`config.mk`:
```
export PLATFORM = sky130hd
export DESIGN_NAME = button_press_tracker_top
export DESIGN_NICKNAME = d
export VERILOG_FILES = /design/src/rtl/btp_pkg.sv /design/src/rtl/btp_ctrl.sv /design/src/rtl/btp_datapath.sv /design/src/rtl/button_press_tracker_top.sv
export SDC_FILE = /design/constraint.sdc
export NUM_CORES = 2
export LEC_CHECK = 0
export BUFFER_PORTS_ARGS = -buffer_cell sky130_fd_sc_hd__buf_2
export CAP_MARGIN = 10
export CELL_PAD_IN_SITES_DETAIL_PLACEMENT = 1
export CELL_PAD_IN_SITES_GLOBAL_PLACEMENT = 2
export CORE_ASPECT_RATIO = 1.75
export CORE_MARGIN = 2
export CORE_UTILIZATION = 42
export CTS_CLUSTER_DIAMETER = 200
export DETAILED_ROUTE_END_ITERATION = 7
export GPL_TIMING_DRIVEN = 0
export PLACE_DENSITY = 0.86
export SLEW_MARGIN = 10
export SYNTH_ARGS = -nofsm -noshare
export SYNTH_HDL_FRONTEND = slang
export SYNTH_SLANG_ARGS = --single-unit
```
`constraint.sdc`:
```
create_clock -name clk -period 5.7 [get_ports clk]
set_input_delay 0 -clock clk [delete_from_list [all_inputs] [get_ports clk]]
set_output_delay 0 -clock clk [all_outputs]
set_load 0.05 [all_outputs]
```
`src/rtl/btp_pkg.sv`:
```
`timescale 1ns / 1ps
`default_nettype none
// ----------------------------------------------------------------------------
// btp_pkg
// Shared types and constants for the button press tracker.
// ----------------------------------------------------------------------------
package btp_pkg;

  localparam int NUM_BUTTONS_DEF = 20;
  localparam int COUNT_WIDTH_DEF = 16;

  localparam int IDX_WIDTH    = 5;
  localparam int TIME_WIDTH   = 16;
  localparam int WINDOW_WIDTH = 16;
  localparam logic [WINDOW_WIDTH-1:0] WINDOW_RESET = 16'd10;

  // Configuration port
  localparam int CFG_ADDR_WIDTH = 3;
  localparam int CFG_DATA_WIDTH = 32;
  localparam logic REG_WINDOW = 1'b0;  // register index, paddr[2]

  typedef enum logic [1:0] {
    OP_SAMPLE      = 2'd0,
    OP_CLEAR_ALL   = 2'd1,
    OP_CLEAR_FLAGS = 2'd2
  } op_t;

  typedef struct packed {
    logic [1:0]           op;
    logic [IDX_WIDTH-1:0] button_index;
    logic                 level;
  } in_item_t;

  typedef struct packed {
    logic                  held;
    logic                  pressed_flag;
    logic                  double_flag;
    logic [TIME_WIDTH-1:0] held_time;
    logic [TIME_WIDTH-1:0] released_time;
    logic                  activity;
  } out_item_t;

  typedef enum logic [1:0] {
    ST_IDLE,
    ST_UPDATE,
    ST_CLEAR,
    ST_EMIT
  } state_t;

  typedef struct packed {
    logic capture;     // latch the input transfer, rewind the clear pointer
    logic update;      // read-modify-write the addressed entry
    logic clear_step;  // clear the entry under the pointer, advance it
    logic emit;        // move the staged result into the output register
  } btp_cmd_t;

  typedef struct packed {
    logic ptr_last;    // clear pointer sits on the last entry
    logic out_free;    // output register can take a result this cycle
  } btp_status_t;

endpackage
`default_nettype wire

```
`src/rtl/btp_ctrl.sv`:
```
`timescale 1ns / 1ps
`default_nettype none
// ----------------------------------------------------------------------------
// btp_ctrl
// Sequencer: accept one transfer, run the update or the clear walk, emit.
// ----------------------------------------------------------------------------
module btp_ctrl (
  input  wire logic                 clk,
  input  wire logic                 rst_n,
  input  wire logic                 in_valid,
  input  wire logic [1:0]           in_op,
  input  wire btp_pkg::btp_status_t status,
  output      btp_pkg::btp_cmd_t    cmd,
  output      logic                 in_stall
);

  btp_pkg::state_t state_r, state_nxt;

  always_ff @(posedge clk) begin
    if (!rst_n) begin
      state_r <= btp_pkg::ST_IDLE;
    end else begin
      state_r <= state_nxt;
    end
  end

  always_comb begin
    state_nxt = state_r;
    cmd       = '0;
    in_stall  = 1'b1;
    unique case (state_r)
      btp_pkg::ST_IDLE: begin
        in_stall = 1'b0;
        if (in_valid) begin
          cmd.capture = 1'b1;
          case (in_op) inside
            btp_pkg::OP_CLEAR_ALL, btp_pkg::OP_CLEAR_FLAGS: state_nxt = btp_pkg::ST_CLEAR;
            default: state_nxt = btp_pkg::ST_UPDATE;
          endcase
        end
      end
      btp_pkg::ST_UPDATE: begin
        cmd.update = 1'b1;
        state_nxt  = btp_pkg::ST_EMIT;
      end
      btp_pkg::ST_CLEAR: begin
        cmd.clear_step = 1'b1;
        if (status.ptr_last) begin
          state_nxt = btp_pkg::ST_EMIT;
        end
      end
      btp_pkg::ST_EMIT: begin
        // hold until the output register frees up
        if (status.out_free) begin
          cmd.emit  = 1'b1;
          state_nxt = btp_pkg::ST_IDLE;
        end
      end
      default: state_nxt = btp_pkg::ST_IDLE;
    endcase
  end

endmodule
`default_nettype wire

```
`src/rtl/btp_datapath.sv`:
```
`timescale 1ns / 1ps
`default_nettype none
// ----------------------------------------------------------------------------
// btp_datapath
// Per-button state table, update logic, clear pointer and output register.
// ----------------------------------------------------------------------------
module btp_datapath #(
  parameter int NUM_BUTTONS = btp_pkg::NUM_BUTTONS_DEF,
  parameter int COUNT_WIDTH = btp_pkg::COUNT_WIDTH_DEF
) (
  input  wire logic                                  clk,
  input  wire logic                                  rst_n,
  input  wire btp_pkg::btp_cmd_t                     cmd,
  output      btp_pkg::btp_status_t                  status,
  input  wire btp_pkg::in_item_t                     in_data,
  input  wire logic [btp_pkg::WINDOW_WIDTH-1:0]      window,
  output      logic                                  out_valid,
  input  wire logic                                  out_stall,
  output      btp_pkg::out_item_t                    out_data
);

  localparam int PTR_W = (NUM_BUTTONS > 1) ? $clog2(NUM_BUTTONS) : 1;
  localparam int CMP_W = (COUNT_WIDTH > btp_pkg::WINDOW_WIDTH) ?
                         COUNT_WIDTH : btp_pkg::WINDOW_WIDTH;
  localparam logic [COUNT_WIDTH-1:0] CNT_MAX = '1;

  // entry table
  logic                   held_r   [NUM_BUTTONS];
  logic                   press_r  [NUM_BUTTONS];
  logic                   double_r [NUM_BUTTONS];
  logic [COUNT_WIDTH-1:0] hcnt_r   [NUM_BUTTONS];
  logic [COUNT_WIDTH-1:0] rcnt_r   [NUM_BUTTONS];
  logic [COUNT_WIDTH-1:0] scnt_r   [NUM_BUTTONS];

  // captured transfer
  logic [1:0]                   op_r;
  logic [btp_pkg::IDX_WIDTH-1:0] idx_r;
  logic                         level_r;

  logic [PTR_W-1:0]   ptr_r;
  btp_pkg::out_item_t res_r, res_nxt;
  btp_pkg::out_item_t out_r;
  logic               out_valid_r;

  logic                   sample_ok;
  logic [PTR_W-1:0]       eidx;
  logic                   rising;
  logic [COUNT_WIDTH-1:0] since_inc;
  logic                   held_nxt, press_nxt, double_nxt;
  logic [COUNT_WIDTH-1:0] hcnt_nxt, rcnt_nxt, scnt_nxt;
  logic [CMP_W-1:0]       hcnt_ext, rcnt_ext;

  function automatic logic [COUNT_WIDTH-1:0] sat_inc(input logic [COUNT_WIDTH-1:0] v);
    sat_inc = (v == CNT_MAX) ? v : v + 1'b1;
  endfunction

  assign sample_ok = (op_r == btp_pkg::OP_SAMPLE) && (32'(idx_r) < NUM_BUTTONS);
  assign eidx      = idx_r[PTR_W-1:0];

  always_comb begin
    rising     = !held_r[eidx] && level_r;
    since_inc  = sat_inc(scnt_r[eidx]);
    press_nxt  = press_r[eidx] | rising;
    if (held_r[eidx]) begin
      double_nxt = 1'b0;
    end else if (rising) begin
      double_nxt = CMP_W'(since_inc) < CMP_W'(window);
    end else begin
      double_nxt = double_r[eidx];
    end
    scnt_nxt = rising ? '0 : since_inc;
    held_nxt = level_r;
    hcnt_nxt = level_r ? sat_inc(hcnt_r[eidx]) : '0;
    rcnt_nxt = level_r ? '0 : sat_inc(rcnt_r[eidx]);
    hcnt_ext = CMP_W'(hcnt_nxt);
    rcnt_ext = CMP_W'(rcnt_nxt);

    res_nxt = '0;
    if (cmd.update && sample_ok) begin
      res_nxt.held          = held_nxt;
      res_nxt.pressed_flag  = press_nxt;
      res_nxt.double_flag   = double_nxt;
      res_nxt.held_time     = hcnt_ext[btp_pkg::TIME_WIDTH-1:0];
      res_nxt.released_time = rcnt_ext[btp_pkg::TIME_WIDTH-1:0];
      res_nxt.activity      = level_r;
    end
  end

  // entry table
  always_ff @(posedge clk) begin
    if (!rst_n) begin
      for (int i = 0; i < NUM_BUTTONS; i++) begin
        held_r[i]   <= 1'b0;
        press_r[i]  <= 1'b0;
        double_r[i] <= 1'b0;
        hcnt_r[i]   <= '0;
        rcnt_r[i]   <= '0;
        scnt_r[i]   <= '0;
      end
    end else if (cmd.update && sample_ok) begin
      held_r[eidx]   <= held_nxt;
      press_r[eidx]  <= press_nxt;
      double_r[eidx] <= double_nxt;
      hcnt_r[eidx]   <= hcnt_nxt;
      rcnt_r[eidx]   <= rcnt_nxt;
      scnt_r[eidx]   <= scnt_nxt;
    end else if (cmd.clear_step) begin
      press_r[ptr_r]  <= 1'b0;
      double_r[ptr_r] <= 1'b0;
      if (op_r == btp_pkg::OP_CLEAR_ALL) begin
        held_r[ptr_r] <= 1'b0;
        hcnt_r[ptr_r] <= '0;
        rcnt_r[ptr_r] <= '0;
        scnt_r[ptr_r] <= '0;
      end
    end
  end

  // captured transfer, staged result
  always_ff @(posedge clk) begin
    if (cmd.capture) begin
      op_r    <= in_data.op;
      idx_r   <= in_data.button_index;
      level_r <= in_data.level;
    end
    if (cmd.update || cmd.clear_step) begin
      res_r <= res_nxt;
    end
    if (cmd.emit) begin
      out_r <= res_r;
    end
  end

  // clear pointer and output valid
  always_ff @(posedge clk) begin
    if (!rst_n) begin
      ptr_r       <= '0;
      out_valid_r <= 1'b0;
    end else begin
      if (cmd.capture) begin
        ptr_r <= '0;
      end else if (cmd.clear_step) begin
        ptr_r <= ptr_r + 1'b1;
      end
      if (cmd.emit) begin
        out_valid_r <= 1'b1;
      end else if (!out_stall) begin
        out_valid_r <= 1'b0;
      end
    end
  end

  assign status.ptr_last = (ptr_r == PTR_W'(NUM_BUTTONS - 1));
  assign status.out_free = !out_valid_r || !out_stall;
  assign out_valid       = out_valid_r;
  assign out_data        = out_r;

endmodule
`default_nettype wire

```
`src/rtl/button_press_tracker_top.sv`:
```
`timescale 1ns / 1ps
`default_nettype none
// ----------------------------------------------------------------------------
// button_press_tracker_top
// Edge, hold-time and double-press tracker over a table of buttons.
// ----------------------------------------------------------------------------
// Usage:
//   Input channel (in_valid / in_stall / in_data) carries one operation per
//   transfer: sample one button's level, clear all entries, or clear the
//   press and double flags. Every transfer yields exactly one result on the
//   output channel (out_valid / out_stall / out_data); clears, the unused
//   op code and out-of-range buttons give an all-zero result.
//   Timing: a sample passes from the captured transfer through the staged
//   result into the output register, and no new transfer is taken until
//   the result is emitted. A clear walks the table one entry per cycle,
//   from the first entry to the last, before its result is emitted.
//   The result sits in an output register, so the next input transfer is
//   taken while the previous result still waits. When the receiver stalls,
//   out_data holds; the sequencer waits with the next result until the
//   register frees, and in_stall stays high meanwhile.
//   Reset (rst_n low, synchronous) zeros every entry, drops out_valid and
//   sets double_press_window to 10.
//   APB: register 0 (byte address 0) is double_press_window; write it only
//   while the block is idle.
// ----------------------------------------------------------------------------
module button_press_tracker_top #(
  parameter int NUM_BUTTONS = btp_pkg::NUM_BUTTONS_DEF,
  parameter int COUNT_WIDTH = btp_pkg::COUNT_WIDTH_DEF
) (
  input  wire logic                                 clk,
  input  wire logic                                 rst_n,
  // input channel
  input  wire logic                                 in_valid,
  output      logic                                 in_stall,
  input  wire btp_pkg::in_item_t                    in_data,
  // result channel
  output      logic                                 out_valid,
  input  wire logic                                 out_stall,
  output      btp_pkg::out_item_t                   out_data,
  // configuration port
  input  wire logic                                 psel,
  input  wire logic                                 penable,
  input  wire logic                                 pwrite,
  input  wire logic [btp_pkg::CFG_ADDR_WIDTH-1:0]   paddr,
  input  wire logic [btp_pkg::CFG_DATA_WIDTH-1:0]   pwdata,
  output      logic [btp_pkg::CFG_DATA_WIDTH-1:0]   prdata,
  output      logic                                 pready
);

  btp_pkg::btp_cmd_t    cmd;
  btp_pkg::btp_status_t status;

  logic [btp_pkg::WINDOW_WIDTH-1:0] window_r;
  logic                             reg_sel;

  // Register index sits at paddr[2]; the two low bits are the byte lane.
  assign reg_sel = (paddr[2] == btp_pkg::REG_WINDOW);
  assign pready  = 1'b1;

  // Take the window on the access phase of a write transfer.
  always_ff @(posedge clk) begin
    if (!rst_n) begin
      window_r <= btp_pkg::WINDOW_RESET;
    end else if (psel && penable && pwrite && reg_sel) begin
      window_r <= pwdata[btp_pkg::WINDOW_WIDTH-1:0];
    end
  end

  // Read back the window; the unused address reads as zero.
  assign prdata = reg_sel ? btp_pkg::CFG_DATA_WIDTH'(window_r) : '0;

  btp_ctrl u_ctrl (
    .clk      (clk),
    .rst_n    (rst_n),
    .in_valid (in_valid),
    .in_op    (in_data.op),
    .status   (status),
    .cmd      (cmd),
    .in_stall (in_stall)
  );

  btp_datapath #(
    .NUM_BUTTONS (NUM_BUTTONS),
    .COUNT_WIDTH (COUNT_WIDTH)
  ) u_datapath (
    .clk       (clk),
    .rst_n     (rst_n),
    .cmd       (cmd),
    .status    (status),
    .in_data   (in_data),
    .window    (window_r),
    .out_valid (out_valid),
    .out_stall (out_stall),
    .out_data  (out_data)
  );

endmodule
`default_nettype wire

```
==> results.md <==
- Worst vdd ir: 0.346 mV
- Clock Path Buffers: 4
- Type of the worst min-delay path: in -> reg
- Fin cells: 7,801
- GRT Util Overall: a little over a third
- Vias in the first global route: 54,000
- Worst-path maximum fanout: 10
- Startpoint type of the worst setup path: flop
- Largest net degree at the start of global routing: 38
- Placed Cells: 7,369
- Ports: 121
- Worst rel slew slack: 7.81%
- Die Y: 561 um
- Post-layout util: 49.6%
- Final period utilization: 111%
- Area Growth Syn to Fin: 17.5%
- CTS root buf: clkbuf_16
- Drc violations: 0
- EDFF count, synth: ~1,700
- Row count: 204
- Critical path buffer and inverter count: 10
- Drt first-iter violations: around 7,600
- Sequential area share after synthesis: 69.0%
- CTS tree: built
- Via count: 51,600
- Critical Path Max Stage Delay: 430 ps
- Synth Flop Type: edfxtp_1
- Compound-Gate Fraction of Synth Area: 3.29%
- First drt pass iteration count: 8
- Clock sink total: 1,739
- Fraction of layout cells with a size suffix above 1: 22.0%
- TNS Setup: -20,410 ps
- Cell taking the most area after synthesis: edfxtp_1
- Port Buffers: 84
- H-tree depth: 4
- Status: finished with violations
- Top post-synthesis cells by area: edfxtp_1 67%, mux4_2 9.4%, nor2_1 5.3%
- Worst path top cell family by delay: buffers and inverters
- Syn Std Cell Area: 74,400 um2
- Drt via density: ~6.6
- Main combinational cell family by area after synthesis: multiplexers
- Violated checks: setup timing
- Fmax: 158 MHz
- Core Box Area: 176,000 um2
- Total power: roughly 45 mW
- CTS clock-pin slew for the worst setup and hold paths: around 70 ps
- Final hold violations: 0
- Final ANT Viol Nets: 0
- Library cells used by synthesis: 87
- Most common cell on crit path: buf_6
- Most frequent cells in the layout: 1,650 x edfxtp_1, 1,019 x nor2_1, 314 x nand2_1, 312 x mux4_2, 305 x mux2i_1
- RePlAce Congestion: 0.947
- Grt ovf: 0
- R2R Setup Slk: -650 ps
- Yosys warns: 0
- Leak: 30.9 nW
- First-pass GRT wire length: 435,000 um
- Max-slew violations: 0
- Commonest non-fill, non-tap cell in the layout: edfxtp_1
- Pwr Density: 520 nW/um2
- Initial antenna violation count: 19
- Wire per inst: 41.0 um
- Clock latency on the worst-skew pair: between 800 and 900 ps
- Setup Viol. Count Final: 47
- Average size of a mapped cell: 15.1 um2
- Share of the synthesized area in the top cell type: around two thirds
- CP required: 6450 ps
- #FFs+latches synth: 1,739
- # fillers: 17,000
- Tightest Pin Transition: 1380 ps
- Final worst slack: -649 ps
- Unrepaired setup endpoints after global routing: yes
- Pre-CTS WS: -3710 ps
- Worst setup EP type: flop
- Die W: between 300 and 400 um
- Async S/R FF share, synth: 0%
- Slowest cell on the critical path: nor4_4
- Mux share of post-synthesis cell area: 14.1%
- Synth Area in Simple Gates: 9.92%
- Max cap viols: 0
- Mapped Cells: 4,938
- Die area: roughly 180,000 um2
- WL final: 320,000 um
- Nets: about 5,500
- Adder-cell share of the synthesized area: 0.387%
- Xor/xnor share of the synthesized area: 0.305%
- HPWL Detailed: 212,000 um
- WS Path Type: reg -> reg
- TritonCTS buffer count: about 170
- Final setup skew: 55.8 ps
- Worst Path Arrival: 7100 ps
- Min cycle time layout: ~6300 ps
- Initial Util: 42.2%
[worst paths after layout]
path                              from                       to  cells past startpoint
hold reg to reg   u_datapath.res_r[10]  u_datapath.out_data[10]                      0
setup reg to reg                  flop  u_datapath.double_r[11]                     27
hold / removal                 penable              window_r[6]                      5
setup / recovery                  flop  u_datapath.double_r[11]                     27
[power by group]
| group | switching (mW) | internal (mW) | leakage [nW] |
|---|---|---|---|
| sequential | 0.232 | 15.5 | 17.0 |
| clock | 5.09 | 6.18 | 2.55 |
| combinational | 12.9 | 5.58 | 11.4 |
| total | 18.2 | 27.2 | 30.9 |
[cell usage after synthesis (all sizes together), types with 8 or more instances]
cell and instances:
clkbuf 152, a21oi 18, or2 11, mux2i 309, nor4 29, nand4 8, ha 23, a211oi 9
nor3 99, and2 14, a21boi 16, nand2 336, mux4 312, nand2b 17, nand3 133, inv 47
dfxtp 89, nor2 1063, o21ai 40, buf 215, a22oi 157, nor2b 12, o22ai 25, a221oi 9
edfxtp 1650, mux2 29, xor2 18
[state kept, by name (all words and copies together), names as in the netlist, named ones only]
register,count
u_datapath.op_r,2
u_datapath.ptr_r,5
u_datapath.hcnt_r,512
u_ctrl.state_r,2
u_datapath.rcnt_r,512
window_r,16
u_datapath.out_data,35
u_datapath.held_nxt,1
u_datapath.double_r,32
u_datapath.res_r,35
u_datapath.press_r,32
u_datapath.held_r,32
u_datapath.eidx,5
u_datapath.scnt_r,512
u_datapath.out_valid,1
[worst reg2reg max path, stage by stage (launching register included)]
cell and delay, ps:
dfxtp_1 340, buf_6 200, buf_8 230, buf_6 320
buf_6 350, mux2i_1 130, a22oi_1 230, nand3_1 270
nand2_1 250, o22ai_4 140, nor4_4 430, buf_6 270
a2111oi_4 110, xor2_1 320, buf_4 250, inv_1 60
ha_1 290, a21o_1 190, a21o_1 180, a21oi_2 190
and2_1 180, nand4b_1 240, a211oi_2 400, a211oi_4 140
buf_6 160, buf_4 150, buf_8 150, o22ai_2 110
[layer usage]
layer	track usage [%]	vias to the layer above	wire, um
met5	0	-	103
met4	35.6	14	39900
met3	9.73	1678	35100
met2	56.9	4277	150000
met1	36.7	26200	94800
li1	-	19500	-
[cell families (layout without fill, tap and decap cells)]
group	Yosys count	after routing
muxes	650	650
other	2	30
AOI/OAI and AO/OA	328	328
DFF	1739	1739
xor gates and xnor gates	25	25
and+or+nand+nor	1757	1757
adders and majority gates	23	23
buffers and inverters	414	983
[repair_timing]
action,CTS,global route
buffers inserted,74,6
gates cloned,3,0
hold endpoints to repair,53,0
gates resized for setup,310,29
hold buffers,62,0
pin swaps,33,15
setup endpoints to repair,1462,263
[cell type report]
class,instances,area (um2),area share (%)
Antenna cell,13,32.5,0.0372
Buffer,355,2700,3.09
Clock buffer,200,4380,5.01
Clock inverter,86,888,1.02
Inverter,47,181,0.208
Multi-Input combinational cell,2800,21700,24.9
Sequential cell,1739,51300,58.8
Tap cell,2266,2840,3.24
Timing Repair Buffer,295,3290,3.77
[through the flow]
stage               cell area [um2]  hold slack, ps
detailed placement            79400             191
global route                  87400            88.4
CTS                           87200            12.3
global placement              77700             191
finish                        87400            22.4
floorplan                     74400            98.9
Note: power is estimated with default switching activity, not from simulation.
